File: config.mk
export PLATFORM = sky130hd
export DESIGN_NAME = i2c_bit_bang_master_flat
export DESIGN_NICKNAME = d
export VERILOG_FILES = /design/src/hdl/i2cbb_pkg.sv /design/src/hdl/i2cbb_if.sv /design/src/hdl/i2c_bit_bang_master.sv /design/src/hdl/i2cbb_phase.sv /design/src/flat_wrapper.sv
export SDC_FILE = /design/constraint.sdc
export NUM_CORES = 1
export LEC_CHECK = 0
export BUFFER_PORTS_ARGS = -buffer_cell sky130_fd_sc_hd__buf_2
export CAP_MARGIN = 5
export CORE_MARGIN = 3
export CORE_UTILIZATION = 35
export DETAILED_ROUTE_END_ITERATION = 6
export PLACE_DENSITY = 0.6
export REMOVE_ABC_BUFFERS = 1
export SYNTH_ARGS = -nofsm -noshare
export SYNTH_HDL_FRONTEND = slang
export SYNTH_SLANG_ARGS = --single-unit
File: constraint.sdc
create_clock -name clk_i -period 4.1 [get_ports clk_i]
set_clock_uncertainty 0.15 [all_clocks]
set_input_delay 0.41 -clock clk_i [delete_from_list [all_inputs] [get_ports clk_i]]
set_output_delay 0.41 -clock clk_i [all_outputs]
set_load 0.01 [all_outputs]
File: src/hdl/i2cbb_pkg.sv
// ----------------------------------------------------------------------------
// I2C bit-bang master package
// Operation and command codes, the sequencer state record and the result
// record that the phase logic and the top level share.
// ----------------------------------------------------------------------------
package i2cbb_pkg;

  typedef enum logic [2:0] {
    OP_IDLE  = 3'd0,
    OP_START = 3'd1,
    OP_STOP  = 3'd2,
    OP_WRITE = 3'd3,
    OP_READ  = 3'd4
  } op_e;

  localparam logic [2:0] CMD_TICK  = 3'd0;
  localparam logic [2:0] CMD_START = 3'd1;
  localparam logic [2:0] CMD_STOP  = 3'd2;
  localparam logic [2:0] CMD_WRITE = 3'd3;
  localparam logic [2:0] CMD_READ  = 3'd4;
  localparam logic [2:0] CMD_ADDR  = 3'd5;

  localparam logic [7:0] MSB_MASK = 8'h80;

  // First phase after the bits of a write byte, and the sample that completes a read byte.
  localparam logic [4:0] WR_BITS_END  = 5'd24;
  localparam logic [4:0] RD_LAST_SAMP = 5'd23;

  typedef struct packed {
    logic [2:0] cmd;
    logic [7:0] data_byte;
    logic [6:0] slave_address;
    logic       read_not_write;
    logic       stop_after;
    logic       sda_sample;
  } cmd_t;

  typedef struct packed {
    logic       scl_level;
    logic       sda_level;
    logic       busy_res;
    logic       done_res;
    logic       acked;
    logic [7:0] read_byte;
    logic       rejected;
  } res_t;

  typedef struct packed {
    logic       scl;
    logic       sda;
    op_e        op;
    logic [4:0] phase;
    logic [7:0] shift;
    logic       ack;
    logic       stop;
    logic [7:0] held;
  } state_t;

  localparam state_t STATE_RESET = '{
    scl:   1'b1,
    sda:   1'b1,
    op:    OP_IDLE,
    phase: 5'd0,
    shift: 8'd0,
    ack:   1'b0,
    stop:  1'b0,
    held:  8'd0
  };

  // Remainder of a phase number by three, as a small table.
  function automatic logic [1:0] mod3(input logic [4:0] p);
    logic [1:0] r;
    case (p) inside
      5'd0, 5'd3, 5'd6, 5'd9, 5'd12, 5'd15, 5'd18, 5'd21, 5'd24, 5'd27, 5'd30:
        r = 2'd0;
      5'd1, 5'd4, 5'd7, 5'd10, 5'd13, 5'd16, 5'd19, 5'd22, 5'd25, 5'd28, 5'd31:
        r = 2'd1;
      default:
        r = 2'd2;
    endcase
    return r;
  endfunction

endpackage

File: src/hdl/i2cbb_if.sv
// ----------------------------------------------------------------------------
// I2C bit-bang master channels
// Valid/ready channels for command requests and for result requests.
// ----------------------------------------------------------------------------
interface i2cbb_cmd_if;
  logic       valid;
  logic       ready;
  logic [2:0] cmd;
  logic [7:0] data_byte;
  logic [6:0] slave_address;
  logic       read_not_write;
  logic       stop_after;
  logic       sda_sample;

  modport source (
    output valid, cmd, data_byte, slave_address, read_not_write, stop_after,
           sda_sample,
    input  ready
  );
  modport sink (
    input  valid, cmd, data_byte, slave_address, read_not_write, stop_after,
           sda_sample,
    output ready
  );
endinterface

interface i2cbb_res_if;
  logic       valid;
  logic       ready;
  logic       scl_level;
  logic       sda_level;
  logic       busy_res;
  logic       done_res;
  logic       acked;
  logic [7:0] read_byte;
  logic       rejected;

  modport source (
    output valid, scl_level, sda_level, busy_res, done_res, acked, read_byte,
           rejected,
    input  ready
  );
  modport sink (
    input  valid, scl_level, sda_level, busy_res, done_res, acked, read_byte,
           rejected,
    output ready
  );
endinterface

File: src/hdl/i2c_bit_bang_master.sv
// ----------------------------------------------------------------------------
// I2C bit-bang master
// Path: an accepted request waits in the input register; the phase logic
// between the input register and the result register then forms its result.
// Throughput: one request per cycle unless res_o.ready stalls the result side.
// Reset: asynchronous, active low; both pins released, sequencer idle,
// acknowledge and read byte cleared, both pipeline registers empty.
// ----------------------------------------------------------------------------
module i2c_bit_bang_master (
  input  logic        clk_i,
  input  logic        rst_ni,
  i2cbb_cmd_if.sink   cmd_i,
  i2cbb_res_if.source res_o
);
  import i2cbb_pkg::*;

  logic   in_valid_q;
  cmd_t   in_item_q;
  logic   out_valid_q;
  res_t   out_res_q;
  state_t st_q;
  state_t st_d;
  res_t   res_d;
  logic   out_free;
  logic   advance;
  logic   take;

  assign out_free    = ~out_valid_q | res_o.ready;
  assign advance     = in_valid_q & out_free;
  assign cmd_i.ready = ~in_valid_q | out_free;
  assign take        = cmd_i.valid & cmd_i.ready;

  i2cbb_phase u_phase (
    .st_i   (st_q),
    .item_i (in_item_q),
    .st_o   (st_d),
    .res_o  (res_d)
  );

  always_ff @(posedge clk_i or negedge rst_ni) begin
    if (!rst_ni) begin
      in_valid_q <= 1'b0;
    end else if (take) begin
      in_valid_q <= 1'b1;
    end else if (advance) begin
      in_valid_q <= 1'b0;
    end
  end

  always_ff @(posedge clk_i) begin
    if (take) begin
      in_item_q.cmd            <= cmd_i.cmd;
      in_item_q.data_byte      <= cmd_i.data_byte;
      in_item_q.slave_address  <= cmd_i.slave_address;
      in_item_q.read_not_write <= cmd_i.read_not_write;
      in_item_q.stop_after     <= cmd_i.stop_after;
      in_item_q.sda_sample     <= cmd_i.sda_sample;
    end
  end

  always_ff @(posedge clk_i or negedge rst_ni) begin
    if (!rst_ni) begin
      st_q <= STATE_RESET;
    end else if (advance) begin
      st_q <= st_d;
    end
  end

  always_ff @(posedge clk_i or negedge rst_ni) begin
    if (!rst_ni) begin
      out_valid_q <= 1'b0;
    end else if (advance) begin
      out_valid_q <= 1'b1;
    end else if (res_o.ready) begin
      out_valid_q <= 1'b0;
    end
  end

  always_ff @(posedge clk_i) begin
    if (advance) begin
      out_res_q <= res_d;
    end
  end

  assign res_o.valid     = out_valid_q;
  assign res_o.scl_level = out_res_q.scl_level;
  assign res_o.sda_level = out_res_q.sda_level;
  assign res_o.busy_res  = out_res_q.busy_res;
  assign res_o.done_res  = out_res_q.done_res;
  assign res_o.acked     = out_res_q.acked;
  assign res_o.read_byte = out_res_q.read_byte;
  assign res_o.rejected  = out_res_q.rejected;

  // An idle sequencer always sits at phase zero.
  a_idle_phase_zero: assert property (@(posedge clk_i) disable iff (!rst_ni)
    (st_q.op == OP_IDLE) |-> (st_q.phase == 5'd0))
    else $error("idle sequencer with nonzero phase");

  // A start sequence never runs past its fourth phase.
  a_start_len: assert property (@(posedge clk_i) disable iff (!rst_ni)
    (st_q.op == OP_START) |-> (st_q.phase <= 5'd3))
    else $error("start sequence overran");

  // A finished sequence is never also a rejected command, and leaves idle.
  a_done_excl: assert property (@(posedge clk_i) disable iff (!rst_ni)
    (out_valid_q && out_res_q.done_res) |-> (!out_res_q.rejected && !out_res_q.busy_res))
    else $error("done result inconsistent");

  // A held request in the input register stays until the result side frees.
  a_in_hold: assert property (@(posedge clk_i) disable iff (!rst_ni)
    (in_valid_q && !out_free) |=> (in_valid_q && $stable(st_q)))
    else $error("input stage lost a stalled request");

endmodule

File: src/hdl/i2cbb_phase.sv
// ----------------------------------------------------------------------------
// I2C bit-bang phase logic
// Applies one request to the state: loads a command sequence (rejected
// while busy) or does one pin phase on a tick, and forms the result record.
// ----------------------------------------------------------------------------
module i2cbb_phase (
  input  i2cbb_pkg::state_t st_i,
  input  i2cbb_pkg::cmd_t   item_i,
  output i2cbb_pkg::state_t st_o,
  output i2cbb_pkg::res_t   res_o
);
  import i2cbb_pkg::*;

  state_t     nx;
  logic       fin;
  logic       done;
  logic       rej;
  logic [1:0] wsub;
  logic [1:0] rsub;
  logic [4:0] p;

  assign p    = st_i.phase;
  assign wsub = mod3(p);
  // Read bit phases start one phase later, so their remainder is of p - 1.
  assign rsub = mod3(p - 5'd1);

  always_comb begin
    nx   = st_i;
    fin  = 1'b0;
    done = 1'b0;
    rej  = 1'b0;
    if (item_i.cmd == CMD_TICK) begin
      case (st_i.op)
        OP_START: begin
          case (p)
            5'd0:    nx.sda = 1'b1;
            5'd1:    nx.scl = 1'b1;
            5'd2:    nx.sda = 1'b0;
            default: begin
              nx.scl = 1'b0;
              fin    = 1'b1;
            end
          endcase
        end
        OP_STOP: begin
          case (p)
            5'd0:    nx.sda = 1'b0;
            5'd1:    nx.scl = 1'b1;
            default: begin
              nx.sda = 1'b1;
              fin    = 1'b1;
            end
          endcase
        end
        OP_WRITE: begin
          if (p < WR_BITS_END) begin
            case (wsub)
              2'd0:    nx.sda = ((st_i.shift & MSB_MASK) != 8'd0);
              2'd1:    nx.scl = 1'b1;
              default: begin
                nx.scl   = 1'b0;
                nx.shift = {st_i.shift[6:0], 1'b0};
              end
            endcase
          end else begin
            case (p)
              5'd24:   nx.sda = 1'b1;
              5'd25:   nx.scl = 1'b1;
              5'd26:   nx.ack = ~item_i.sda_sample;
              default: begin
                nx.scl = 1'b0;
                fin    = 1'b1;
              end
            endcase
          end
        end
        OP_READ: begin
          if (p == 5'd0) begin
            nx.sda = 1'b1;
          end else if (p <= WR_BITS_END) begin
            case (rsub)
              2'd0: nx.scl = 1'b1;
              2'd1: begin
                nx.shift = {st_i.shift[6:0], item_i.sda_sample};
                if (p == RD_LAST_SAMP) begin
                  nx.held = {st_i.shift[6:0], item_i.sda_sample};
                end
              end
              default: nx.scl = 1'b0;
            endcase
          end else begin
            case (p)
              5'd25: nx.sda = st_i.stop;
              5'd26: nx.scl = 1'b1;
              5'd27: begin
                nx.scl = 1'b0;
                fin    = ~st_i.stop;
              end
              5'd28: nx.sda = 1'b0;
              5'd29: nx.scl = 1'b1;
              default: begin
                nx.sda = 1'b1;
                fin    = 1'b1;
              end
            endcase
          end
        end
        default: fin = 1'b0;
      endcase
      if (st_i.op != OP_IDLE) begin
        if (fin) begin
          nx.op    = OP_IDLE;
          nx.phase = 5'd0;
          done     = 1'b1;
        end else begin
          nx.phase = p + 5'd1;
        end
      end
    end else if (item_i.cmd <= CMD_ADDR) begin
      if (st_i.op != OP_IDLE) begin
        rej = 1'b1;
      end else begin
        nx.phase = 5'd0;
        case (item_i.cmd)
          CMD_START: nx.op = OP_START;
          CMD_STOP:  nx.op = OP_STOP;
          CMD_WRITE: begin
            nx.op    = OP_WRITE;
            nx.shift = item_i.data_byte;
          end
          CMD_READ: begin
            nx.op    = OP_READ;
            nx.shift = 8'd0;
            nx.stop  = item_i.stop_after;
          end
          default: begin
            nx.op    = OP_WRITE;
            nx.shift = {item_i.slave_address, item_i.read_not_write};
          end
        endcase
      end
    end
  end

  assign st_o = nx;

  always_comb begin
    res_o.scl_level = nx.scl;
    res_o.sda_level = nx.sda;
    res_o.busy_res  = (nx.op != OP_IDLE);
    res_o.done_res  = done;
    res_o.acked     = nx.ack;
    res_o.read_byte = nx.held;
    res_o.rejected  = rej;
  end

endmodule
File: src/flat_wrapper.sv
// flat-port wrapper written by rule: the top's interface ports become plain ports
module i2c_bit_bang_master_flat import i2cbb_pkg::*;
  (clk_i, rst_ni, cmd_i_valid, cmd_i_cmd, cmd_i_data_byte, cmd_i_slave_address, cmd_i_read_not_write, cmd_i_stop_after, cmd_i_sda_sample, cmd_i_ready, res_o_valid, res_o_scl_level, res_o_sda_level, res_o_busy_res, res_o_done_res, res_o_acked, res_o_read_byte, res_o_rejected, res_o_ready);
  i2cbb_cmd_if cmd_i_i ();
  i2cbb_res_if res_o_i ();
  input  logic clk_i;
  input  logic rst_ni;
  input wire logic [$bits(cmd_i_i.valid)-1:0] cmd_i_valid;
  input wire logic [$bits(cmd_i_i.cmd)-1:0] cmd_i_cmd;
  input wire logic [$bits(cmd_i_i.data_byte)-1:0] cmd_i_data_byte;
  input wire logic [$bits(cmd_i_i.slave_address)-1:0] cmd_i_slave_address;
  input wire logic [$bits(cmd_i_i.read_not_write)-1:0] cmd_i_read_not_write;
  input wire logic [$bits(cmd_i_i.stop_after)-1:0] cmd_i_stop_after;
  input wire logic [$bits(cmd_i_i.sda_sample)-1:0] cmd_i_sda_sample;
  output wire logic [$bits(cmd_i_i.ready)-1:0] cmd_i_ready;
  output wire logic [$bits(res_o_i.valid)-1:0] res_o_valid;
  output wire logic [$bits(res_o_i.scl_level)-1:0] res_o_scl_level;
  output wire logic [$bits(res_o_i.sda_level)-1:0] res_o_sda_level;
  output wire logic [$bits(res_o_i.busy_res)-1:0] res_o_busy_res;
  output wire logic [$bits(res_o_i.done_res)-1:0] res_o_done_res;
  output wire logic [$bits(res_o_i.acked)-1:0] res_o_acked;
  output wire logic [$bits(res_o_i.read_byte)-1:0] res_o_read_byte;
  output wire logic [$bits(res_o_i.rejected)-1:0] res_o_rejected;
  input wire logic [$bits(res_o_i.ready)-1:0] res_o_ready;
  assign cmd_i_i.valid = cmd_i_valid;
  assign cmd_i_i.cmd = cmd_i_cmd;
  assign cmd_i_i.data_byte = cmd_i_data_byte;
  assign cmd_i_i.slave_address = cmd_i_slave_address;
  assign cmd_i_i.read_not_write = cmd_i_read_not_write;
  assign cmd_i_i.stop_after = cmd_i_stop_after;
  assign cmd_i_i.sda_sample = cmd_i_sda_sample;
  assign cmd_i_ready = cmd_i_i.ready;
  assign res_o_valid = res_o_i.valid;
  assign res_o_scl_level = res_o_i.scl_level;
  assign res_o_sda_level = res_o_i.sda_level;
  assign res_o_busy_res = res_o_i.busy_res;
  assign res_o_done_res = res_o_i.done_res;
  assign res_o_acked = res_o_i.acked;
  assign res_o_read_byte = res_o_i.read_byte;
  assign res_o_rejected = res_o_i.rejected;
  assign res_o_i.ready = res_o_ready;
  i2c_bit_bang_master u_core (.clk_i(clk_i), .rst_ni(rst_ni), .cmd_i(cmd_i_i), .res_o(res_o_i));
endmodule
## After elaboration in Yosys (flattened, before gate mapping)

Cells that the tools add are included.

| word-level totals | value |
|---|---|
| output and inout bits | 16 |
| bits in registers | 65 |
| logic and storage cells | 194 |
| input bits | 25 |

| operators by class | value |
|---|---|
| order comparisons | 3 |
| reductions and logical operators | 29 |
| bitwise operators | 11 |
| eq/ne operators | 65 |
| mux-type cells | 61 |
| add/subtract/negate cells | 2 |

Operator list:

| kind | number |
|---|---|
| $eq A5 B5 Y1 const B | 25 |
| $mux W8 | 12 |
| $eq A5 B4 Y1 const B | 10 |
| $mux W16 | 3 |
| $reduce_or A11 Y1 | 4 |
| $eq A5 B3 Y1 const B | 6 |
| $mux W1 | 24 |
| $pmux W8 S3 | 1 |
| $pmux W1 S2 | 8 |
| $pmux W8 S2 | 1 |
| $eq A5 B2 Y1 const B | 3 |
| $reduce_or A2 Y1 | 7 |
| $eq A3 B2 Y1 const B | 4 |
| $mux W2 | 6 |
| $ne A3 B3 Y1 const B | 4 |
| $eq A5 B1 Y1 const B | 2 |
| $logic_not A5 Y1 | 2 |
| $reduce_and A10 Y1 | 1 |
| $pmux W3 S3 | 1 |
| $reduce_or A3 Y1 | 3 |
| $pmux W2 S4 | 1 |
| $not A1 Y1 | 7 |
| $eq A3 B1 Y1 const B | 2 |
| $eq A3 B3 Y1 const B | 2 |
| other kinds (24) | 32 |

## Depth between registers and ports, before layout

Gate-level depths: netlist of run 1.

| logic depth | value |
|---|---|
| depth in word-level cells | 12 |
| mapped depth | 12 |
| gate-level depth less buffers | 9 |

## Modules after synthesis

From an unflattened synthesis of run 1, not the netlist that was laid out.

| second synthesis, totals | value |
|---|---|
| cells, all modules | 448 |
| area, all modules | 4,488.1 sq um |

By module, submodules not included:

| module | cells an instance | sequential area each (sq um) | instances | area each (sq um) |
|---|---|---|---|---|
| i2cbb_phase | 345 | 0.0 | 1 | 2,254.7 |
| i2c_bit_bang_master | 103 | 1,804.2 | 1 | 2,233.4 |

## Worst setup path after synthesis of run 1

OpenSTA, ideal clock, no wires.

| timing path | value |
|---|---|
| path type | reg2reg |
| from | register u_core.st_q[18] (netlist name) |
| to | register u_core.st_q[0] (netlist name) |
| stages on the path, launching flop included | 12 |
| arrival | 2.709 ns |
| required time | 3.825 ns |
| library setup time | 0.125 ns |
| clock period less this slack | 2.984 ns |
| slack | 1.116 ns |
| buffers on the path | 3 |
| cells stage by stage | dfrtp_1 buf_2 inv_1 ha_1 buf_4 or3_1 a21oi_1 o2111a_1 a311oi_1 or4_1 buf_6 mux2_4 |

| on the way | value |
|---|---|
| cells in the longest elaborated chain, start to end | 11 |
| elaborated cells between the ends (all ways) | 37 |
| classes of those cells | add/sub (1); order compare (1); eq/ne (23); mux (8); reduce/logical (4) |

RTL lines:

| element | RTL line | source |
|---|---|---|
| start: declaration | i2c_bit_bang_master.sv:21 | `state_t st_q;` |
| start signal: assignment | i2c_bit_bang_master.sv:65 | `st_q <= st_d;` |
| $sub A5 B1 Y5 | i2cbb_phase.sv:25 | `assign rsub = mod3(p - 5'd1);` |
| $eq A5 B1 Y1, or another cell as far along | i2cbb_phase.sv:25 |  |
| $reduce_or A11 Y1 | i2cbb_pkg.sv:73 | `case (p) inside` |
| $mux W2 (2 in series) | i2cbb_pkg.sv:73 |  |
| $eq A2 B1 Y1 | i2cbb_phase.sv:81 | `case (rsub)` |
| $mux W8 | i2cbb_phase.sv:81 |  |
| $mux W8 | i2cbb_phase.sv:80 | `end else if (p <= WR_BITS_END) begin` |
| $mux W8 * | i2cbb_phase.sv:78 | `if (p == 5'd0) begin` |
| $mux W8 * | i2cbb_phase.sv:33 | `case (st_i.op)` |
| $mux W8 * | i2cbb_phase.sv:32 | `if (item_i.cmd == CMD_TICK) begin` |

Every way passes the cells marked *; elsewhere a longest branch is shown, timed or not.
A chain may end at the register's enable or synchronous reset.

## Worst setup path after layout of run 1

| timing path | value |
|---|---|
| from | register u_core.st_q[18] (netlist name) |
| to | register u_core.st_q[4] (netlist name) |

The elaborated chain is that of the path after synthesis.

==> results of run 1 <==
## critical path, stage by stage, from the launching register on
cell	delay (ns)
dfrtp_1	0.50
inv_1	0.19
ha_1	0.57
xor2_1	0.32
a221oi_1	0.18
a211oi_2	0.26
a311oi_1	0.08
buf_4	0.18
or4_1	0.78
mux2_4	0.39
## kinds of logic after synthesis
kind of cell               after synthesis  share of synthesized area, %
AOI/OAI and AO/OA                      108                         17.99
DFF                                     65                         44.95
xor gates and xnor gates                 3                        0.6547
adders and majority gates                8                         2.494
buffers and inverters                   38                         4.115
muxes                                   39                         11.32
and+or+nand+nor                        137                         18.48
## Yosys cell counts, types with 3 or more instances
| library cell | n | area [um2] |
|---|---|---|
| a21oi_1 | 25 | 125.1 |
| o21ai_0 | 29 | 145.1 |
| nor3_1 | 10 | 50.05 |
| nand3_1 | 10 | 50.05 |
| o21bai_1 | 3 | 22.52 |
| nor2_1 | 24 | 90.09 |
| dfrtp_1 | 28 | 700.7 |
| mux2i_1 | 12 | 120.1 |
| a221oi_1 | 4 | 35.03 |
| o221ai_1 | 3 | 26.28 |
| mux2_2 | 9 | 101.4 |
| clkbuf_1 | 16 | 60.06 |
| mux2_4 | 8 | 120.1 |
| nor3b_1 | 8 | 60.06 |
| edfxtp_1 | 35 | 1051 |
| nand2b_1 | 13 | 81.33 |
| mux2_1 | 10 | 112.6 |
| nand2_1 | 31 | 116.4 |
| a31oi_1 | 3 | 18.77 |
| and3_1 | 5 | 31.28 |
| and2_1 | 4 | 25.02 |
| or3_1 | 9 | 56.30 |
| o211ai_1 | 3 | 22.52 |
| ha_1 | 8 | 100.1 |
| o21a_1 | 3 | 22.52 |
| buf_2 | 6 | 30.03 |
| inv_1 | 11 | 41.29 |
| or4b_2 | 3 | 30.03 |
| nor2b_1 | 7 | 43.79 |
## report_power, final
group / switching [uW] / internal (uW)
Clock: 286 / 488
Combinational: 599 / 418
Sequential: 148 / 808
## state kept, by name (all words and copies together) (netlist names)
| register | flops |
|---|---|
| u_core.st_q | 28 |
| u_core.in_item_q | 21 |
| u_core.res_o.read_byte | 8 |
| u_core.in_valid_q | 1 |
| u_core.res_o.acked | 1 |
| u_core.res_o.busy_res | 1 |
| u_core.res_o.done_res | 1 |
| u_core.res_o.rejected | 1 |
| u_core.res_o.scl_level | 1 |
| u_core.res_o.sda_level | 1 |
| u_core.res_o.valid | 1 |
## layer usage
metal	global-route usage (%)	wire (um)	up-vias
li1	-	-	1549
met5	0	0	-
met1	21.26	4385	1504
met2	22.91	4286	123
met3	2.781	563	10
met4	5.128	140	0
## layout make-up
cell class              instances  area, um2
inverters                      11      41.29
fillers                      1090       6415
multi-input cells             295       2044
clock buffers                  10      239.0
repair buffers                 46      245.2
flip-flops and latches         65       1804
clock inverters                 6      66.31
well taps                     140      175.2
## metrics by stage
stage	worst slack [ns]	hold WS [ns]	instances
final	0.3613	-0.02948	573
after global routing	0.1381	0.03879	573
after CTS	0.3598	0.004523	573
after detailed placement	0.3815	0.3326	557
after global placement	0.5881	0.3115	557
after floorplan	0.8973	-0.03559	371
## final timing paths
check / endpoint / slack (ns)
max: u_core.st_q[4] / 0.36
min: u_core.st_q[6] / -0.03
max reg2reg: u_core.st_q[4] / 0.36
min reg2reg: u_core.st_q[8] / 0.34
max in group asynchronous: u_core.st_q[18] / 3.37
min in group clk_i: u_core.in_item_q[13] / 0.10
==> run metrics, run 1 <==
Max Fclk=267.5 MHz; gate count of the mapped netlist=roughly 400; All-Layer GR Usage=about 15%; Routability Congestion=between 0.9 and 1; via count of the first global-routing pass=between 3000 and 4000; minimum clock period after layout=3.739 ns; Die Y=roughly 110 um; EDFF count, synth=35; Top FF cell, synth=edfxtp_1; die area=12790 um2; TritonCTS Sinks=between 60 and 70; CP Launch Type=register; Critical path origin=u_core.st_q[18]; # Max-Cap Violations=0; initial antenna violation count=0; #FFs+latches synth=65; # rows=38; Syn. warnings=0; Leak Pwr=between 0.0015 and 0.002 uW; cell area after synthesis=4014 um2; unrepaired setup endpoints after global routing=no; VDD IR max=around 0.29 mV; Mapped Avg Cell Area=roughly 10 um2; Worst-Skew Late Latency=about 0.33 ns; wire per inst=16.36 um; Final Instance Area=about 4600 um2; hpwl dp=roughly 6600 um; Longest Clk Path Bufs=2; Design Power=between 2000 and 3000 uW; first-pass GRT wire length=approximately 15000 um; Post-CTS Setup Bufs=0; synth unique cells=67; CTS buffer count=9; Gates resized, CTS repair=0; register area share after synthesis=44.95%; Power Dens Cells=approximately 600 nW/um2; via count=about 3200; Post-Route WL=9375 um; Via-to-Cell Ratio=about 5.6; CP Max Fanout=18; Max H-tree Level=3; # DRC=0; violated checks=hold timing; CTS root buf=clkbuf_16; Async SR Flop Fraction=a little under half; most frequent cells in the layout=40 x buf_2, 35 x edfxtp_1, 31 x nand2_1, 29 x o21ai_0, 28 x dfrtp_1; final layout net count=461; IO Count=between 40 and 50; Syn-to-layout area delta=14.99%; CTS tree=yes; Port Buf Inserts=40; HP Class=primary input to async pin; starting density of the core=36.39%; Die Wd=between 100 and 150 um; FF-to-FF Start=u_core.st_q[18]; initial DRC count=211; Placed Area=4310 um2; R2R depth=9; core area=around 11000 um2; Max Slew Vio Count=0; number of diodes=0; most common cell after layout, fill and taps aside=buf_2; largest net degree at the start of global routing=31; CTS Hold Bufs=0; Rel. slew slack=approximately two fifths; layout cells sized above 1=roughly a fifth; Crit. End Element=register; total congestion overflow=0; slew of the pin with the lowest slew margin=approximately 0.91 ns; Critical Path AT=3.80 ns; antenna viol nets, final=0; drt first pass iters=5; period utilization=91.19%; status=finished, violations left; Crit path required time=around 4.2 ns; Fin. Hold Viols=28; Setup-failing EPs final=0; final hold slack=-0.02948 ns; post-route setup TNS=0 ns; clock slew at reported path FFs=approximately 0.06 ns; crit path kind=register to register; final core occ=around two fifths
Power figures use the tool's default switching activity.
==> run 2: changes to the inputs <==
CORE_ASPECT_RATIO = 1.4   (was unset)
==> run metrics, run 2 (synthesized netlist as in run 1, its figures left out) <==
largest reg by FF count=u_core.st_q; max reg flops=28; Max Fclk=268.0 MHz; R2R depth=9; layout cells sized above 1=between 20% and 30%; All-Layer GR Usage=15.89%; Fillers=approximately 1100; met1 Resource Use GR=between 10% and 20%; HP Class=primary input to async pin; slowest CP cell=or4_1; Worst-Skew Late Latency=roughly 0.33 ns; slew of the pin with the lowest slew margin=0.8866 ns; via count of the first global-routing pass=3216; total congestion overflow=0; Power Dens Cells=about 600 nW/um2; Leak Pwr=~0.0019 uW; Fin. Hold Viols=7; largest net degree at the start of global routing=31; Critical Path AT=3.80 ns; unrepaired setup endpoints after global routing=no; # Max-Cap Violations=0; wire per inst=16.62 um; final layout net count=between 400 and 500; TritonCTS Sinks=65; Crit. End Element=register; CTS buffer count=9; Max Slew Vio Count=0; critical-path cell list=inv_1 > ha_1 > nor4b_1 > a221oi_1 > a211oi_2 > a311oi_1 > buf_4 > or4_1 > mux2_4; starting density of the core=36.37%; CP Max Fanout=18; Post-CTS Setup Bufs=0; core area=between 10000 and 15000 um2; CTS Hold Bufs=0; WP depth=9; Rel. slew slack=approximately two fifths; CTS tree=yes; CTS root buf=clkbuf_16; met3 Use GR=3.754%; Worst R2R Setup Slack=between 0.3 and 0.4 ns; FF-to-FF Start=u_core.st_q[18]; Top Usage Layer GRT=met2; # rows=between 40 and 50; Gates resized, CTS repair=0; slowest stage delay, CP=slightly below 0.8 ns; final hold slack=-0.007340 ns; CP bufs+invs=2; number of diodes=0; die area=roughly 13000 um2; Die Wd=between 90 and 100 um; Critical path origin=u_core.st_q[18]; initial antenna violation count=0; Longest Clk Path Bufs=2; Crit path required time=about 4.2 ns; most frequent cells in the layout=40 x buf_2, 35 x edfxtp_1, 31 x nand2_1, 29 x o21ai_0, 28 x dfrtp_1; first-pass GRT wire length=approximately 16000 um; Setup-failing EPs final=0; drt first pass iters=4; Max H-tree Level=3; placed cells=approximately 560; hpwl dp=around 7000 um; status=finished, violations left; crit path kind=register to register; Port Buf Inserts=40; delay-heaviest family, CP=simple AND/OR/NAND/NOR gates; violated checks=hold timing; Syn-to-layout area delta=15.55%; reg2reg end=u_core.st_q[3]; initial DRC count=267; Routability Congestion=about 0.88; Setup crit end=u_core.st_q[3]; M2 GR Usage=27.07%; # DRC=0; period utilization=around nine tenths; post-route setup TNS=0 ns; clock slew at reported path FFs=0.06 ns; Non-Filler Instances=575; minimum clock period after layout=3.731 ns; most common cell after layout, fill and taps aside=buf_2; via count=3163; Die Y=132.7 um; Post-Route WL=between 9000 and 10000 um; CP Launch Type=register; Via-to-Cell Ratio=about 5.5; IO Count=41; VDD IR max=around 0.31 mV; antenna viol nets, final=0
[run 2: how the worst min path moves through the flow]
stage	from	end	slack (ns)	cells past startpoint
2_1_floorplan	rst_ni	u_core.in_valid_q	-0.04	0
3_3_place_gp	u_core.in_item_q[1]	u_core.st_q[8]	0.31	1
3_5_place_dp	u_core.in_item_q[1]	u_core.st_q[8]	0.33	1
4_1_cts	rst_ni	u_core.st_q[13]	0.008	1
5_1_grt	rst_ni	u_core.st_q[13]	0.05	1
6_report	rst_ni	u_core.st_q[13]	-0.007	1
[run 2: worst reg2reg max path: cells and delay by family (launching register included)]
family | cells | cell delay (ns)
flops | 1 | 0.55
buf+inv | 2 | 0.34
simple gates | 2 | 1.25
mux | 1 | 0.39
fa+ha+maj | 1 | 0.44
compound gates | 3 | 0.46
[run 2: cell type report]
| cell class | count | area, um2 | share of cell area (%) |
|---|---|---|---|
| Clock buffer | 10 | 229.0 | 4.937 |
| Sequential cell | 65 | 1804 | 38.90 |
| Tap cell | 141 | 176.4 | 3.804 |
| Multi-Input combinational cell | 295 | 2044 | 44.08 |
| Timing Repair Buffer | 47 | 252.7 | 5.449 |
| Clock inverter | 6 | 90.09 | 1.942 |
| Inverter | 11 | 41.29 | 0.8902 |
[run 2: metal layers]
layer | part of all wire [%] | wire length, um
met1 | 41 | 3887
met2 | 54 | 5156
met3 | 3.2 | 302
met4 | 2.2 | 211
met5 | 0 | 0
[run 2: report_power, final]
part	switching (uW)	leakage, uW	total, uW	internal (uW)
Combinational	599	0.00100	1020	420
Sequential	143	0.000731	952	808
Clock	284	0.000153	817	534
[run 2: through the flow]
stage          total power [uW]  cell area (um2)  setup WS (ns)  util (%)
4_1_cts                    2802             4638         0.3937     42.03
2_1_floorplan              1666             3890         0.8973         -
6_report                   2789             4638         0.3685     42.03
3_3_place_gp               1941             4319         0.5360     39.14
5_1_grt                    2981             4638         0.1545     42.03
3_5_place_dp               1965             4319         0.4048     39.14
==> run 3: changes to the inputs <==
ABC_AREA = 1   (was unset)
CORE_ASPECT_RATIO = 0.7   (was 1.4)
SKIP_LAST_GASP = 1   (was unset)
==> run metrics, run 3 <==
Crit path required time=about 4.2 ns; register area share after synthesis=between 40% and 50%; die area=11970 um2; Leak Pwr=around 0.0021 uW; via count=about 3200; delay-heaviest family, CP=simple AND/OR/NAND/NOR gates; initial DRC count=~270; # rows=30; synth unique cells=34; reg2reg end=u_core.st_q[11]; Setup crit end=u_core.st_q[11]; EDFF count, synth=35; total length of routed met2 wires=between 3000 and 4000 um; Port Buf Inserts=40; CP Max Fanout=9; most common cell after layout, fill and taps aside=nand2_1; Rel. slew slack=45.56%; hpwl dp=around 6600 um; CTS Hold Bufs=1; Syn. warnings=0; max reg flops=28; wire per inst=13.91 um; period utilization=roughly 70%; WP depth=15; Synth area leaders=edfxtp_1 28%, dfrtp_1 19%, nand2_1 14%; count leader, synth=nand2_1; FF-to-FF Start=u_core.st_q[18]; final layout net count=between 500 and 600; Synth top area share=about 28%; largest reg by FF count=u_core.st_q; #FFs+latches synth=between 60 and 70; top cells by count, synth=137 x nand2_1, 64 x inv_1, 48 x nand3_1; Post-CTS Setup Bufs=0; All-Layer GR Usage=about 16%; crit path kind=register to register; antenna viol nets, final=0; IO Count=between 40 and 50; Post-Route WL=between 8000 and 9000 um; Longest Clk Path Bufs=2; most used cell, CP=nand2_1; CTS buffer count=9; critical-path cell list=inv_1 > ha_1 > inv_1 > nand2_1 > nand2_2 > nand4_1 > nand2_1 > nand2_1 > nand3_2 > o21ai_0 > nand2_1 > nand2_2 > nand2_4 > nand2_1 > nand2_1; met3 wire length=about 760 um; largest net degree at the start of global routing=31; Die Wd=~130 um; drt first pass iters=5; unrepaired setup endpoints after global routing=no; VDD IR max=0.3125 mV; Power Dens Cells=between 600 and 700 nW/um2; clock slew at reported path FFs=around 0.060 ns; Max H-tree Level=3; core area=between 10000 and 15000 um2; Crit. End Element=register; Gates resized, CTS repair=0; Mapped Avg Cell Area=between 8 and 9 um2; Max Slew Vio Count=0; number of diodes=0; gate count of the mapped netlist=461; CP bufs+invs=2; post-route setup TNS=0 ns; Top FF cell, synth=edfxtp_1; metal1 wirelength=between 4000 and 5000 um; Die Y=around 92 um; cell area after synthesis=3735 um2; Worst R2R Setup Slack=about 1.2 ns; slowest stage delay, CP=around 0.45 ns; Fin. Hold Viols=0; HP Class=primary input to register; starting density of the core=a little under two fifths; Async SR Flop Fraction=a little under half; initial antenna violation count=0; R2R depth=15; uppermost layer routed=met4; status=finished clean; CTS root buf=clkbuf_16; Via-to-Cell Ratio=roughly 5; Max Fclk=approximately 350 MHz; total congestion overflow=0; Syn-to-layout area delta=18.33%; minimum clock period after layout=roughly 2.9 ns; most frequent cells in the layout=137 x nand2_1, 64 x inv_1, 48 x nand3_1, 40 x buf_2, 35 x edfxtp_1; Setup-failing EPs final=0; cell taking the most area after synthesis=edfxtp_1; Routability Congestion=between 0.9 and 1; final core occ=around 44%; first-pass GRT wire length=14770 um; via count of the first global-routing pass=slightly below 3000; TritonCTS Sinks=65; Critical Path AT=slightly below 3 ns; Critical path origin=u_core.st_q[18]; CTS tree=yes; Worst-Skew Late Latency=between 0.3 and 0.4 ns; # DRC=0; slowest CP cell=dfrtp_1; # Max-Cap Violations=0; slew of the pin with the lowest slew margin=~0.82 ns; layout cells sized above 1=~18%; CP Launch Type=register
[run 3: layer usage]
| metal | vias to the layer above | GRT usage [%] |
|---|---|---|
| li1 | 1597 | - |
| met1 | 1457 | 24.47 |
| met2 | 117 | 21.38 |
| met3 | 9 | 4.784 |
| met4 | 0 | 2.855 |
| met5 | - | 0 |
[run 3: kinds of logic after synthesis]
| kind of cell | share of synthesized area (%) |
|---|---|
| AO/OA/AOI/OAI | 9.280 |
| XOR/XNOR | 0.2345 |
| adder cells (fa/ha/maj) | 2.680 |
| buffers and inverters | 8.341 |
| flip-flops | 48.31 |
| multiplexers | 0.3015 |
| AND/OR/NAND/NOR | 30.85 |
[run 3: how the worst min path moves through the flow]
stage          slack (ns)              endpoint  depth (start not counted)                    from
5_1_grt              0.09  u_core.in_item_q[12]                          1      cmd_i_data_byte[2]
4_1_cts              0.08   u_core.in_item_q[3]                          1  cmd_i_slave_address[0]
6_report              0.1   u_core.in_item_q[3]                          1  cmd_i_slave_address[0]
3_5_place_dp         0.31       u_core.st_q[15]                          2         u_core.st_q[15]
3_3_place_gp         0.30       u_core.st_q[10]                          2         u_core.st_q[10]
2_1_floorplan       -0.04     u_core.in_valid_q                          0                  rst_ni
[run 3: layout make-up]
class | count | area [um2]
Inverter | 67 | 251.5
Fill cell | 972 | 5603
Clock inverter | 7 | 141.4
Clock buffer | 9 | 225.2
Multi-Input combinational cell | 320 | 1619
Sequential cell | 65 | 1804
Tap cell | 128 | 160.2
Timing Repair Buffer | 42 | 217.7
[run 3: per-stage QoR]
stage / instances / instance area (um2) / total power, uW / worst slack, ns / hold slack, ns
after floorplan: 452 / 3675 / 1564 / 1.641 / -0.03559
after global placement: 621 / 4043 / 1784 / 1.374 / 0.3048
after detailed placement: 621 / 4043 / 1793 / 1.290 / 0.3129
after CTS: 638 / 4419 / 2755 / 1.279 / 0.08425
after global routing: 638 / 4419 / 2917 / 0.9895 / 0.08741
final: 638 / 4419 / 2738 / 1.231 / 0.09889
[run 3: where the power goes]
part,total (uW),switching (uW),internal (uW)
sequential,867,101,766
clock,945,289,656
combinational,927,627,300
